File: src/hw/rtl/rbfpd_pkg.sv
// Package for the receive byte FIFO with peak level and drop counter.
// Holds operation codes, field widths and default sizes; no dependencies.
package rbfpd_pkg;

  localparam int DEPTH_DEFAULT = 128;

  localparam int OP_W    = 2;
  localparam int BYTE_W  = 8;
  localparam int LEVEL_W = 8;
  localparam int DROP_W  = 16;

  localparam logic [OP_W-1:0] OP_PUSH = 2'd0;
  localparam logic [OP_W-1:0] OP_POP  = 2'd1;
  localparam logic [OP_W-1:0] OP_STAT = 2'd2;

endpackage

File: src/hw/rtl/rx_byte_fifo_with_peak_and_drops.sv
// Top level of the receive byte FIFO with peak fill level and drop counter.
// Depends on rbfpd_pkg and instantiates rbfpd_ram for the byte storage.
//
//   channel   handshake            fields
//   command   start, busy          op, data_in
//   result    done (one cycle)     data_out, data_valid, dropped,
//                                  fill_level, peak_level, drop_total
//
// Push, statistics, unused codes and a pop when empty: the result strobes in
// the cycle after the transfer. A pop that returns a byte waits in the read
// state for the registered read port of the storage RAM; busy is high for
// the read cycle. Reset clears pointers, level, peak and drop count; the RAM
// is not cleared. The receiver cannot stall, so results never wait.
module rx_byte_fifo_with_peak_and_drops
  import rbfpd_pkg::*;
#(
  parameter int DEPTH = DEPTH_DEFAULT
) (
  input  logic               clk,
  input  logic               rst,
  input  logic               start,
  output logic               busy,
  input  logic [OP_W-1:0]    op,
  input  logic [BYTE_W-1:0]  data_in,
  output logic               done,
  output logic [BYTE_W-1:0]  data_out,
  output logic               data_valid,
  output logic               dropped,
  output logic [LEVEL_W-1:0] fill_level,
  output logic [LEVEL_W-1:0] peak_level,
  output logic [DROP_W-1:0]  drop_total
);

  localparam int IDX_W = $clog2(DEPTH);
  localparam logic [LEVEL_W-1:0] DEPTH_LVL = LEVEL_W'(DEPTH);
  localparam logic [IDX_W-1:0]   LAST_IDX  = IDX_W'(DEPTH - 1);

  localparam logic ST_IDLE = 1'b0;
  localparam logic ST_READ = 1'b1;

  logic               state;
  logic [IDX_W-1:0]   write_index;
  logic [IDX_W-1:0]   read_index;
  logic [LEVEL_W-1:0] count;
  logic [LEVEL_W-1:0] peak;
  logic [DROP_W-1:0]  drop_count;

  logic               accept;
  logic               push_ok;
  logic               push_drop;
  logic               pop_ok;
  logic [LEVEL_W-1:0] count_next;
  logic [BYTE_W-1:0]  rdata;

  assign busy      = (state == ST_READ);
  assign accept    = start && !busy;
  assign push_ok   = accept && (op == OP_PUSH) && (count < DEPTH_LVL);
  assign push_drop = accept && (op == OP_PUSH) && (count >= DEPTH_LVL);
  assign pop_ok    = accept && (op == OP_POP) && (count != '0);

  always_comb begin
    count_next = count;
    if (push_ok) begin
      count_next = count + LEVEL_W'(1);
    end else if (pop_ok) begin
      count_next = count - LEVEL_W'(1);
    end
  end

  rbfpd_ram #(
    .WIDTH (BYTE_W),
    .DEPTH (DEPTH)
  ) u_store (
    .clk   (clk),
    .we    (push_ok),
    .waddr (write_index),
    .wdata (data_in),
    .re    (pop_ok),
    .raddr (read_index),
    .rdata (rdata)
  );

  always_ff @(posedge clk) begin
    if (rst) begin
      state       <= ST_IDLE;
      write_index <= '0;
      read_index  <= '0;
      count       <= '0;
      peak        <= '0;
      drop_count  <= '0;
      done        <= 1'b0;
    end else begin
      done  <= 1'b0;
      count <= count_next;
      if (push_ok) begin
        write_index <= (write_index == LAST_IDX) ? '0 : write_index + IDX_W'(1);
        if (count_next > peak) begin
          peak <= count_next;
        end
      end
      if (push_drop) begin
        drop_count <= drop_count + DROP_W'(1);
      end
      if (pop_ok) begin
        read_index <= (read_index == LAST_IDX) ? '0 : read_index + IDX_W'(1);
      end
      if (accept && (op == OP_STAT)) begin
        peak       <= '0;
        drop_count <= '0;
      end
      case (state)
        ST_IDLE: begin
          if (pop_ok) begin
            state <= ST_READ;
          end else if (accept) begin
            done <= 1'b1;
          end
        end
        ST_READ: begin
          state <= ST_IDLE;
          done  <= 1'b1;
        end
        default: state <= ST_IDLE;
      endcase
    end
  end

  always_ff @(posedge clk) begin
    if (busy) begin
      data_out   <= rdata;
      data_valid <= 1'b1;
      dropped    <= 1'b0;
      fill_level <= count;
      peak_level <= peak;
      drop_total <= drop_count;
    end else if (accept) begin
      data_out   <= '0;
      data_valid <= 1'b0;
      dropped    <= push_drop;
      fill_level <= count_next;
      peak_level <= (push_ok && (count_next > peak)) ? count_next : peak;
      drop_total <= push_drop ? drop_count + DROP_W'(1) : drop_count;
    end
  end

endmodule

File: src/hw/rtl/rbfpd_ram.sv
// Generic single-clock RAM with one write port and one registered read port.
// Standalone; used by the receive byte FIFO for its byte storage.
module rbfpd_ram #(
  parameter int WIDTH = 8,
  parameter int DEPTH = 128
) (
  input  logic                     clk,
  input  logic                     we,
  input  logic [$clog2(DEPTH)-1:0] waddr,
  input  logic [WIDTH-1:0]         wdata,
  input  logic                     re,
  input  logic [$clog2(DEPTH)-1:0] raddr,
  output logic [WIDTH-1:0]         rdata
);

  logic [WIDTH-1:0] mem [DEPTH];

  always_ff @(posedge clk) begin
    if (we) begin
      mem[waddr] <= wdata;
    end
    if (re) begin
      rdata <= mem[raddr];
    end
  end

endmodule

File: config.mk
export PLATFORM = sky130hd
export DESIGN_NAME = rx_byte_fifo_with_peak_and_drops
export DESIGN_NICKNAME = d
export VERILOG_FILES = /design/src/hw/rtl/rbfpd_pkg.sv /design/src/hw/rtl/rx_byte_fifo_with_peak_and_drops.sv /design/src/hw/rtl/rbfpd_ram.sv
export SDC_FILE = /design/constraint.sdc
export NUM_CORES = 1
export LEC_CHECK = 0
export BUFFER_PORTS_ARGS = -buffer_cell sky130_fd_sc_hd__buf_2
export CORE_MARGIN = 2
export CORE_UTILIZATION = 60
export CTS_CLUSTER_SIZE = 24
export DETAILED_ROUTE_END_ITERATION = 10
export GPL_TIMING_DRIVEN = 0
export PLACE_DENSITY_LB_ADDON = 0.15
export REMOVE_ABC_BUFFERS = 1
export SLEW_MARGIN = 20
export SYNTH_ARGS = -nofsm -noshare
export SYNTH_HDL_FRONTEND = slang
export SYNTH_SLANG_ARGS = --single-unit
File: constraint.sdc
create_clock -name clk -period 8.5 [get_ports clk]
set_input_delay 0.425 -clock clk [delete_from_list [all_inputs] [get_ports clk]]
set_output_delay 0.425 -clock clk [all_outputs]
set_load 0.01 [all_outputs]
; Word-level counts from Yosys, hierarchy flattened
; Memory sizes are Yosys's and may differ from the RTL's. A register that Yosys moved wholly into a read port is not among the register bits.
; Cells that the tools add are included.
[word_totals]
out_inout_bits = 44
rom_bits = 0
mem_count = 1
in_bits = 13
latch_bits = 0
ff_bits = 90
ramBits = 1024
wordCells = 62
[mem_list]
columns = name, words, word_bits, read_ports, rd_clocked_by_memory_dff, wr, line
row1 = u_store.mem, 128, 8, 1, 1, 1, rbfpd_ram.sv:16  ; logic [WIDTH-1:0] mem [DEPTH];
[op_classes]
n_reduce_logical = 14
order_cmp = 3
n_bitwise = 1
div_mod_pow = 0
n_eq_ne = 4
shift = 0
n_mul = 0
addsub = 5
muxes = 21
[op_table]
columns = operator, n
row1 = 2-to-1 mux 8 bit, 9
row2 = 2-to-1 mux 16 bit, 3
row3 = adder 16 x 1 -> 16 bit (second input constant), 1
row4 = adder 7 x 1 -> 7 bit (second input constant), 2
row5 = equality test 7 bit (second input constant), 2
row6 = 2-to-1 mux 7 bit, 2
row7 = adder 8 x 1 -> 8 bit (second input constant), 1
row8 = >= comparator 8 bit (second input constant), 1
row9 = greater-than comparator 8 bit, 1
row10 = logical AND 1 bit, 8
row11 = less-than comparator 8 bit (second input constant), 1
row12 = nonzero test 8 bit, 1
row13 = subtractor 8 x 1 -> 8 bit (second input constant), 1
row14 = 2-to-1 mux 1 bit, 5
row15 = case mux 1 bit (2 select lines), 2
row16 = equality test 2 x 1 -> 1 bit (second input constant), 1
row17 = equality test 2 bit (second input constant), 1
row18 = zero test 2 bit, 1
row19 = AND reduction 2 bit, 1
row20 = nonzero test 2 bit, 1
row21 = OR reduction 2 bit, 1
row22 = zero test 1 bit, 1
row23 = NOT 1 bit, 1

; Depth between registers and ports, before layout
; Gate-level depths: netlist of run 1.
[depth]
word_depth = 11
depth_mapped = 17
ltp_nobuf = 15

; Hierarchy
; A second synthesis of run 1 with hierarchy kept.
[hier_totals]
hier_cells = 1983
hier_area_um2 = 43680.6
[modules_own_cells]
columns = mod, area_each_um2, instances, seq_area_each_um2, cells_each
row1 = rbfpd_ram, 39745.6, 1, 30989.7, 1635
row2 = rx_byte_fifo_with_peak_and_drops, 3935.0, 1, 2202.1, 348

; Worst setup path before layout of run 1
; OpenSTA, ideal clock, no wires.
[synth_timing]
path_kind = reg2reg
from = reg count[0]
to = reg peak_level[4] (data pin)
path_slack_ns = 4.786
arrival_ns = 3.454
setup_ns = 0.260
stages_incl_launch_ff = 17
required_ns = 8.240
n_path_buf = 2
period_less_slack_ns = 3.714
path_cell_list = dfxtp_1 inv_1 ha_1 or3b_4 o31ai_4 inv_4 clkbuf_8 nor3_2 a211o_2 ha_1 nor2b_1 o21a_1 o21a_1 o21bai_1 a21oi_2 buf_4 mux2_4
[synth_via]
elab_chain_cells = 9
word_cells_on_any_way = 13
classes_between = add/sub (2) / order compare (2) / mux (5) / reduce/logical (4)
[synth_rtl]
columns = element, line
row1 = from (decl), rx_byte_fifo_with_peak_and_drops.sv:44  ; logic [LEVEL_W-1:0] count;
row2 = from (signal assigned), rx_byte_fifo_with_peak_and_drops.sv:94  ; count <= count_next;
row3 = nonzero test 8 bit, rx_byte_fifo_with_peak_and_drops.sv:59  ; assign pop_ok = accept && (op == OP_POP) && (count != '0);
row4 = logical AND 1 bit, rx_byte_fifo_with_peak_and_drops.sv:59
row5 = named net pop_ok, rx_byte_fifo_with_peak_and_drops.sv:51  ; logic pop_ok;
row6 = 2-to-1 mux 8 bit, rx_byte_fifo_with_peak_and_drops.sv:65  ; end else if (pop_ok) begin
row7 = 2-to-1 mux 8 bit, rx_byte_fifo_with_peak_and_drops.sv:63  ; if (push_ok) begin
row8 = named net count_next[1], rx_byte_fifo_with_peak_and_drops.sv:52  ; logic [LEVEL_W-1:0] count_next;
row9 = greater-than comparator 8 bit, rx_byte_fifo_with_peak_and_drops.sv:141  ; peak_level <= (push_ok && (count_next > peak)) ? count_next : peak;
row10 = logical AND 1 bit, rx_byte_fifo_with_peak_and_drops.sv:141
row11 = 2-to-1 mux 8 bit, rx_byte_fifo_with_peak_and_drops.sv:141
row12 = 2-to-1 mux 8 bit, rx_byte_fifo_with_peak_and_drops.sv:136  ; end else if (accept) begin
row13 = 2-to-1 mux 8 bit, rx_byte_fifo_with_peak_and_drops.sv:129  ; if (busy) begin
row14 = to (signal assigned), rx_byte_fifo_with_peak_and_drops.sv:134  ; peak_level <= peak;
row15 = to (signal assigned), rx_byte_fifo_with_peak_and_drops.sv:141
row16 = to (decl), rx_byte_fifo_with_peak_and_drops.sv:30  ; output logic [LEVEL_W-1:0] peak_level,
; The timed path passes the listed nets, and every way through them passes these cells. The select of a mux whose other input is x is not followed.
; A chain may end at the register's enable or synchronous reset.

; Worst setup path in the final report of run 1
[layout_timing]
from = reg count[0]
to = reg peak_level[2] (data pin)
[layout_via]
elab_chain_cells = 9
word_cells_on_any_way = 13
classes_between = add/sub (2) / order compare (2) / mux (5) / reduce/logical (4)
[layout_rtl]
columns = element, line
row1 = "parallel branches: the longest is 3 deep, another holds subtractor 8 x 1 -> 8 bit", --
row2 = 2-to-1 mux 8 bit *, rx_byte_fifo_with_peak_and_drops.sv:63
row3 = named net count_next[5], rx_byte_fifo_with_peak_and_drops.sv:52
row4 = greater-than comparator 8 bit *, rx_byte_fifo_with_peak_and_drops.sv:141
row5 = logical AND 1 bit *, rx_byte_fifo_with_peak_and_drops.sv:141
row6 = 2-to-1 mux 8 bit *, rx_byte_fifo_with_peak_and_drops.sv:141
row7 = 2-to-1 mux 8 bit *, rx_byte_fifo_with_peak_and_drops.sv:136
row8 = 2-to-1 mux 8 bit *, rx_byte_fifo_with_peak_and_drops.sv:129
; Mark *: on every way through the listed nets, which the timed path passes. The select of a mux whose other input is x is not followed.

==> run_results.csv, run 1 <==
group,metric,value,unit
status,status,"completed",
timing,setup_viol,0,
detailed_routing,dr_wl_met3,8890,um
global_route,grt_pass1_vias,22486,
critical_path,slowest_stage,"a21oi_2",
timing,rsz0062_at_grt,"no",
cells_and_area,nets,2381,
detailed_routing,drtIter0Drc,2515,
synthesis,ys_seq_area_share,75.31,%
clock_network,clk_pin_slew_worst_paths,0.06,ns
floorplanning,initial_utilization,60.51,%
power,leakage,14.97,nW
synthesis,async_flop_share,0,%
timing,min_period,4.424,ns
critical_path,critPathMaxFanout,22,
clock_network,htreeDepth,3,
flow_run,max_cap_viol_count,0,
critical_path,critPathCaptureType,"register",
clock_network,cts_tree,"yes",
critical_path,required,8.91,ns
critical_path,cpPeakStageDelay,0.76,ns
critical_path,crit_chain,"inv_1 -> ha_1 -> or3b_4 -> o31ai_4 -> inv_4 -> a22oi_2 -> xnor2_1 -> ha_1 -> nand4_1 -> o21bai_1 -> a21oi_2 -> mux2_2",
synthesis,synth_compound_area_share,3.813,%
cells_and_area,final_cells,3401,
cells_and_area,multi_input_area,10220,sq um
detailed_routing,drt-total-wl,100800,um
synthesis,synth_xor_area_share,0.6728,%
cells_and_area,diodes,0,
synthesis,muxShareOfSynthArea,13.72,%
timing,worst_slew_pin_slew,1.205,ns
power,power_density,223.9,nW/um^2
synthesis,yosysUniqueCellTypes,73,
synthesis,yosys_warnings,0,
global_route,grt_pass1_wl,148100,um
critical_path,r2r_slack,4.08,ns
global_route,grt_max_degree,97,
synthesis,synth_ff_type,"edfxtp_1",
detailed_routing,wl_met1,40460,um
timing,finalHoldViolCount,0,
detailed_routing,drt-pass1-iter-count,6,
cells_and_area,fill_cells,4627,
critical_path,critPathArrivalTime,4.84,ns
cells_and_area,areaGrowthSynthToFinish,11.37,%
clock_network,cts_hold_buf,0,
clock_network,numCtsBuffers,108,
floorplanning,row_count,99,
synthesis,netlist_area,44070,sq um
synthesis,synth-edff-count,1072,
floorplanning,die_area,75640,sq um
clock_network,clockBufferDepth,3,
synthesis,synthAdderAreaFrac,0.3974,%
detailed_routing,top_layer,"met4",
hold_path,hold_class,"in -> reg",
critical_path,cp-start-kind,"register",
timing,slew_headroom,19.50,%
floorplanning,core,72830,sq um
global_route,grt_overflow,0,
detailed_routing,antenna_left,0,
clock_network,clk_latency,0.68,ns
critical_path,crit_type,"reg -> reg",
hold_path,holdCritStartpoint,"start",
critical_path,crit_top_cell,"ha_1",
hold_path,worstHoldEndpoint,"data_valid$_SDFFE_PP1P_",
timing,fin_crit_sh,52.05,%
timing,finalMaxSlewViolations,0,
global_route,globalRouteTotalUtil,27.16,%
clock_network,root_buffer,"clkbuf_16",
clock_network,post_cts_resized,0,
placed_design,io_buffers,56,
power,ir_drop,194.7,uV
detailed_routing,wl_met2,48280,um
placed_design,gp_congestion,0.8347,
global_route,antenna_found_initial,0,
detailed_routing,drt-vias-per-instance,6.592,
timing,fin_worst_skew,0.02229,ns
critical_path,cp_top_family,"compound AO/OA/AOI/OAI gates",
synthesis,ys_seq_elements,1122,
detailed_routing,dr_total_vias,22420,
cells_and_area,drive_gt1_share,20.31,%
synthesis,synth_cells,2282,
synthesis,synth_simple_gate_area_share,4.386,%
timing,setup_tns,0,ns
critical_path,r2r_start,"count[0]$_SDFF_PP0_",
critical_path,crit_buf_inv,2,
placed_design,dpl.hpwl,61150,um
floorplanning,io_pins,57,
cells_and_area,seqCellArea,33210,sq um
synthesis,syn_area_per_cell,19.31,sq um
clock_network,cts.sinks,1122,
detailed_routing,wl_per_cell,29.65,um
critical_path,reg2reg_to,"peak_level[2]$_DFFE_PP_",
floorplanning,die_width,275.0,um
hold_path,hold_depth,3,
synthesis,synth_top_family_by_area,"multiplexers",
floorplanning,die_y,275.0,um
timing,fmax,0.2260,GHz
clock_network,cts_post_setup_buffers_inserted,0,
detailed_routing,route.detailed.drc,0,
placed_design,placed_cells,3203,
critical_path,reg2reg_depth,12,
-- layout make-up --
cell class | instances | area share (%)
Timing Repair Buffer | 88 | 2.256
Sequential cell | 1122 | 67.65
Multi-Input combinational cell | 1016 | 20.82
Inverter | 18 | 0.1427
Clock buffer | 143 | 5.860
Clock inverter | 55 | 0.8233
Tap cell | 959 | 2.444
-- logic make-up after synthesis --
kind of cell	Yosys count
compound gates	218
xor+xnor	33
fa+ha+maj	14
buf+inv	144
flops	1122
mux	342
simple gates	409
-- through the flow --
| stage | hold slack, ns | setup WS (ns) | power [mW] | util [%] | cell area [sq um] |
|---|---|---|---|---|---|
| floorplan | 0.4453 | -4.514 | 6.488 | - | 43390 |
| global placement | 0.4339 | -12.26 | 6.674 | 61.61 | 44870 |
| detailed placement | 0.4387 | 4.041 | 6.616 | 62.88 | 45800 |
| CTS | 0.06733 | 4.055 | 11.03 | 67.38 | 49080 |
| global route | 0.1010 | 3.816 | 11.28 | 67.39 | 49090 |
| finish | 0.08981 | 4.076 | 10.99 | 67.39 | 49090 |
-- layout by cell type (no fill, tap or decap), types with 20 or more instances in the layout --
cell	synthesis	layout
edfxtp_1	1072	1072
nor2_1	178	176
a22oi_1	29	29
nor3_1	22	22
a21oi_1	27	26
clkbuf_16	0	110
a211oi_1	20	20
and2_1	26	27
mux4_2	207	207
clkinv_1	0	26
buf_16	0	20
nand3_1	35	31
clkbuf_1	52	33
dfxtp_1	50	44
o22ai_1	20	20
xnor2_1	24	24
mux2i_1	118	118
buf_2	39	48
nand2_1	69	66
-- Yosys cell counts (20+ instances only) --
| library cell | count | area, sq um |
|---|---|---|
| nand3_1 | 35 | 175.2 |
| dfxtp_1 | 50 | 1001 |
| o22ai_1 | 20 | 125.1 |
| mux4_2 | 207 | 4662 |
| nor2b_1 | 22 | 137.6 |
| a21oi_1 | 27 | 135.1 |
| clkbuf_1 | 52 | 195.2 |
| edfxtp_1 | 1072 | 32190 |
| xnor2_1 | 24 | 210.2 |
| mux2i_1 | 118 | 1181 |
| nor2_1 | 178 | 668.1 |
| and2_1 | 26 | 162.7 |
| nand2_1 | 69 | 259.0 |
| a211oi_1 | 20 | 150.1 |
| a22oi_1 | 29 | 217.7 |
| nor3_1 | 22 | 110.1 |
| buf_2 | 39 | 195.2 |
-- routing by layer --
layer  GRT usage (%)  vias up
li1                -     9448
met1           38.45    11705
met2           42.65     1102
met3           5.822      165
met4           9.388        0
met5               0        -
-- tightest hold or removal path, stage by stage --
cell and delay [ns]:
buf_2 0.12, inv_1 0.07, a21o_1 0.10
-- state kept, by name, summed over array words and instances, names as in the netlist --
signal	flops
u_store.mem	1024
peak_level	8
peak	8
fill_level	8
count	8
drop_count	16
data_out	8
data_valid	1
write_index	7
busy	1
dropped	1
read_index	7
u_store.rdata	8
done	1
drop_total	16
-- where the power goes --
| part | switching (mW) | internal, mW |
|---|---|---|
| registers | 0.0190 | 6.07 |
| clock network | 1.97 | 2.52 |
| logic | 0.250 | 0.159 |
-- worst max path at each step --
stage                                     startpoint                    endpoint  slack (ns)  depth (start not counted)
after floorplan           read_index[0]$_SDFFE_PP0N_  u_store.rdata[5]$_DFFE_PN_       -4.51                          6
after global placement    read_index[0]$_SDFFE_PP0N_  u_store.rdata[4]$_DFFE_PN_      -12.26                          6
after detailed placement                       op[1]     peak_level[7]$_DFFE_PP_        4.04                         12
after CTS                        count[0]$_SDFF_PP0_     peak_level[2]$_DFFE_PP_        4.05                         12
after global routing             count[1]$_SDFF_PP0_     peak_level[2]$_DFFE_PP_        3.82                         12
final                            count[0]$_SDFF_PP0_     peak_level[2]$_DFFE_PP_        4.08                         12
(Power assumes the default switching activity.)
==> inputs of run 2 (changes only) <==
- CORE_UTILIZATION: 60 -> 57
- clock period: 8.5 -> 3.6 ns (I/O delays scaled with it)
==> run 2 against run 1 <==
Compared with the run above:
- the run now ends with negative setup slack left
- worst setup slack lost 4.2 ns
- clock-buffer cell count down 16
- die area grew 5.2%
- critical path depth up 3
- cell area grew 2.3%
- clock skew decreased by 0.0061 ns
- global-route usage down 1.0 points
- first-iteration DRC count decreased by 1.8%
- non-clock buffer count increased by 43
- maximum frequency increased by 20%
- critical endpoint unchanged
- largest power group unchanged
==> run_results.csv, run 2 (same netlist as run 1, synthesis figures left out) <==
group,metric,value,unit
status,status,"finished with violations",
status,violations,"negative setup slack",
cells_and_area,diodes,0,
power,power.internal,21.67,mW
cells_and_area,final_cell_mix,"edfxtp_1, mux4_2, nor2_1",
placed_design,place_ws,-0.8167,ns
detailed_routing,dr_total_vias,22462,
cells_and_area,areaGrowthSynthToFinish,13.94,%
floorplanning,core,76200,sq um
hold_path,hold_class,"in -> reg",
detailed_routing,drtIter0Drc,2470,
clock_network,numCtsBuffers,108,
timing,setup_ws,-0.08553,ns
power,power_density,538.5,nW/um^2
detailed_routing,wl_per_cell,29.17,um
flow_run,max_cap_viol_count,0,
cells_and_area,final_design_area_no_fill,50220,sq um
critical_path,cp-start-kind,"register",
timing,slew_headroom,35.55,%
timing,min_period,3.686,ns
cells_and_area,final_common_cell,"edfxtp_1",
critical_path,critPathArrivalTime,4.09,ns
critical_path,r2r_start,"count[0]$_SDFF_PP0_",
cells_and_area,nets,2426,
hold_path,holdCritStartpoint,"op[1]",
hold_path,worstHoldEndpoint,"peak[7]$_SDFFE_PP0N_",
critical_path,reg2reg_depth,15,
power,ir_drop,357.5,uV
power,power,27.04,mW
power,pwr-share-comb,4.1,%
clock_network,cts.sinks,1122,
placed_design,gp_congestion,0.8399,
floorplanning,die_area,79560,sq um
power,seq_power_share,53.1,%
detailed_routing,route.detailed.drc,0,
detailed_routing,drt-total-wl,102500,um
timing,finalHoldViolCount,0,
placed_design,post_dp_cell_area,46010,sq um
placed_design,dpl.hpwl,61550,um
detailed_routing,drt-pass1-iter-count,6,
cells_and_area,drive_gt1_share,23.39,%
cells_and_area,regMostFlops,"u_store.mem",
global_route,globalRouteTotalUtil,26.12,%
critical_path,r2r_slack,-0.09,ns
global_route,grt_max_degree,111,
cells_and_area,final_util,65.90,%
detailed_routing,antenna_left,0,
power,leakage,15.44,nW
critical_path,critPathMaxFanout,22,
cells_and_area,reg_top3,"u_store.mem: 1024 flops, drop_count: 16 flops, drop_total: 16 flops",
clock_network,htreeDepth,3,
floorplanning,initial_utilization,57.84,%
timing,fin_crit_sh,102.4,%
timing,fmax,0.2713,GHz
timing,fin_worst_skew,0.01624,ns
timing,setup_tns,-2.031,ns
clock_network,clk_pin_slew_worst_paths,0.06,ns
clock_network,cts_tree,"yes",
floorplanning,row_count,101,
floorplanning,io_pins,57,
critical_path,required,4.00,ns
global_route,antenna_found_initial,2,
placed_design,placed_cells,3278,
cells_and_area,largest_register_ffs,1024,
power,switchingPower,5.372,mW
clock_network,clk_latency,0.66,ns
clock_network,clockBufferDepth,3,
global_route,grt_overflow,0,
timing,finalMaxSlewViolations,0,
power,clock_power_share,42.8,%
timing,worst_slew_pin_slew,0.9632,ns
floorplanning,die_width,282.1,um
placed_design,io_buffers,56,
critical_path,critPathCaptureType,"register",
power,swShare,19.87,%
critical_path,crit_type,"reg -> reg",
timing,whs,0.1294,ns
clock_network,root_buffer,"clkbuf_16",
floorplanning,die_y,282.1,um
detailed_routing,drt-vias-per-instance,6.392,
global_route,grt_pass1_wl,149500,um
critical_path,reg2reg_to,"peak_level[2]$_DFFE_PP_",
hold_path,hold_depth,4,
global_route,grt_pass1_vias,22764,
timing,rsz0062_at_grt,"yes",
timing,setup_viol,59,
cells_and_area,final_cells,3514,
==> run 2: cell type report <==
class | count | area [sq um]
clock inverter | 68 | 812.0
fill | 4957 | 25980
sequential | 1122 | 33210
tap | 1030 | 1289
inverter | 18 | 77.57
timing repair buffer | 131 | 1603
clock buffer | 127 | 2795
multi-input combinational | 1018 | 10430
==> run 2: worst max-delay path, stage by stage, from the launching register on <==
cell	delay, ns
dfxtp_4	0.38
inv_2	0.07
ha_1	0.13
or3b_4	0.39
o31ai_4	0.31
buf_6	0.17
inv_8	0.08
a22oi_2	0.22
xnor2_2	0.19
ha_1	0.29
a21o_1	0.19
a21o_1	0.19
a21oi_4	0.27
a21oi_4	0.10
buf_12	0.16
mux2_4	0.29
==> run 2: per-layer routing <==
metal	track usage, %	vias to the layer above	routed length, um
li1	-	9547	-
met1	37.99	11770	42370
met2	41.21	985	49590
met3	4.163	156	7680
met4	8.456	4	2822
met5	0	-	20
==> run 2: power groups by stage <==
stage	clock (mW)	sequential, mW	combinational, mW
global placement	0	14.8	0.997
detailed placement	0	14.6	0.986
global route	12.2	14.4	1.19
CTS	11.7	14.4	1.09
finish	11.6	14.4	1.11
floorplan	0	14.7	0.586
==> run 2: what timing repair did <==
action / CTS / global route
gates cloned: 1 / 2
setup buffers: 20 / 6
hold buffers: 12 / 0
hold endpoints to repair: 241 / 0
endpoints found under the setup margin: 78 / 228
gates resized for setup: 36 / 23
pin swaps: 7 / 11
==> run 2: worst max-delay path by stage <==
| stage | start | to | slack, ns | cells past startpoint |
|---|---|---|---|---|
| 6_report | count[0]$_SDFF_PP0_ | peak_level[2]$_DFFE_PP_ | -0.09 | 15 |
| 5_1_grt | count[1]$_SDFF_PP0_ | peak_level[2]$_DFFE_PP_ | -0.19 | 15 |
| 4_1_cts | busy$_SDFF_PP0_ | u_store.mem[82][1]$_DFFE_PP_ | -0.009 | 4 |
| 3_5_place_dp | count[0]$_SDFF_PP0_ | peak_level[6]$_DFFE_PP_ | -0.82 | 12 |
| 3_3_place_gp | read_index[0]$_SDFFE_PP0N_ | u_store.rdata[7]$_DFFE_PN_ | -18.06 | 6 |
| 2_1_floorplan | read_index[0]$_SDFFE_PP0N_ | u_store.rdata[5]$_DFFE_PN_ | -9.41 | 6 |
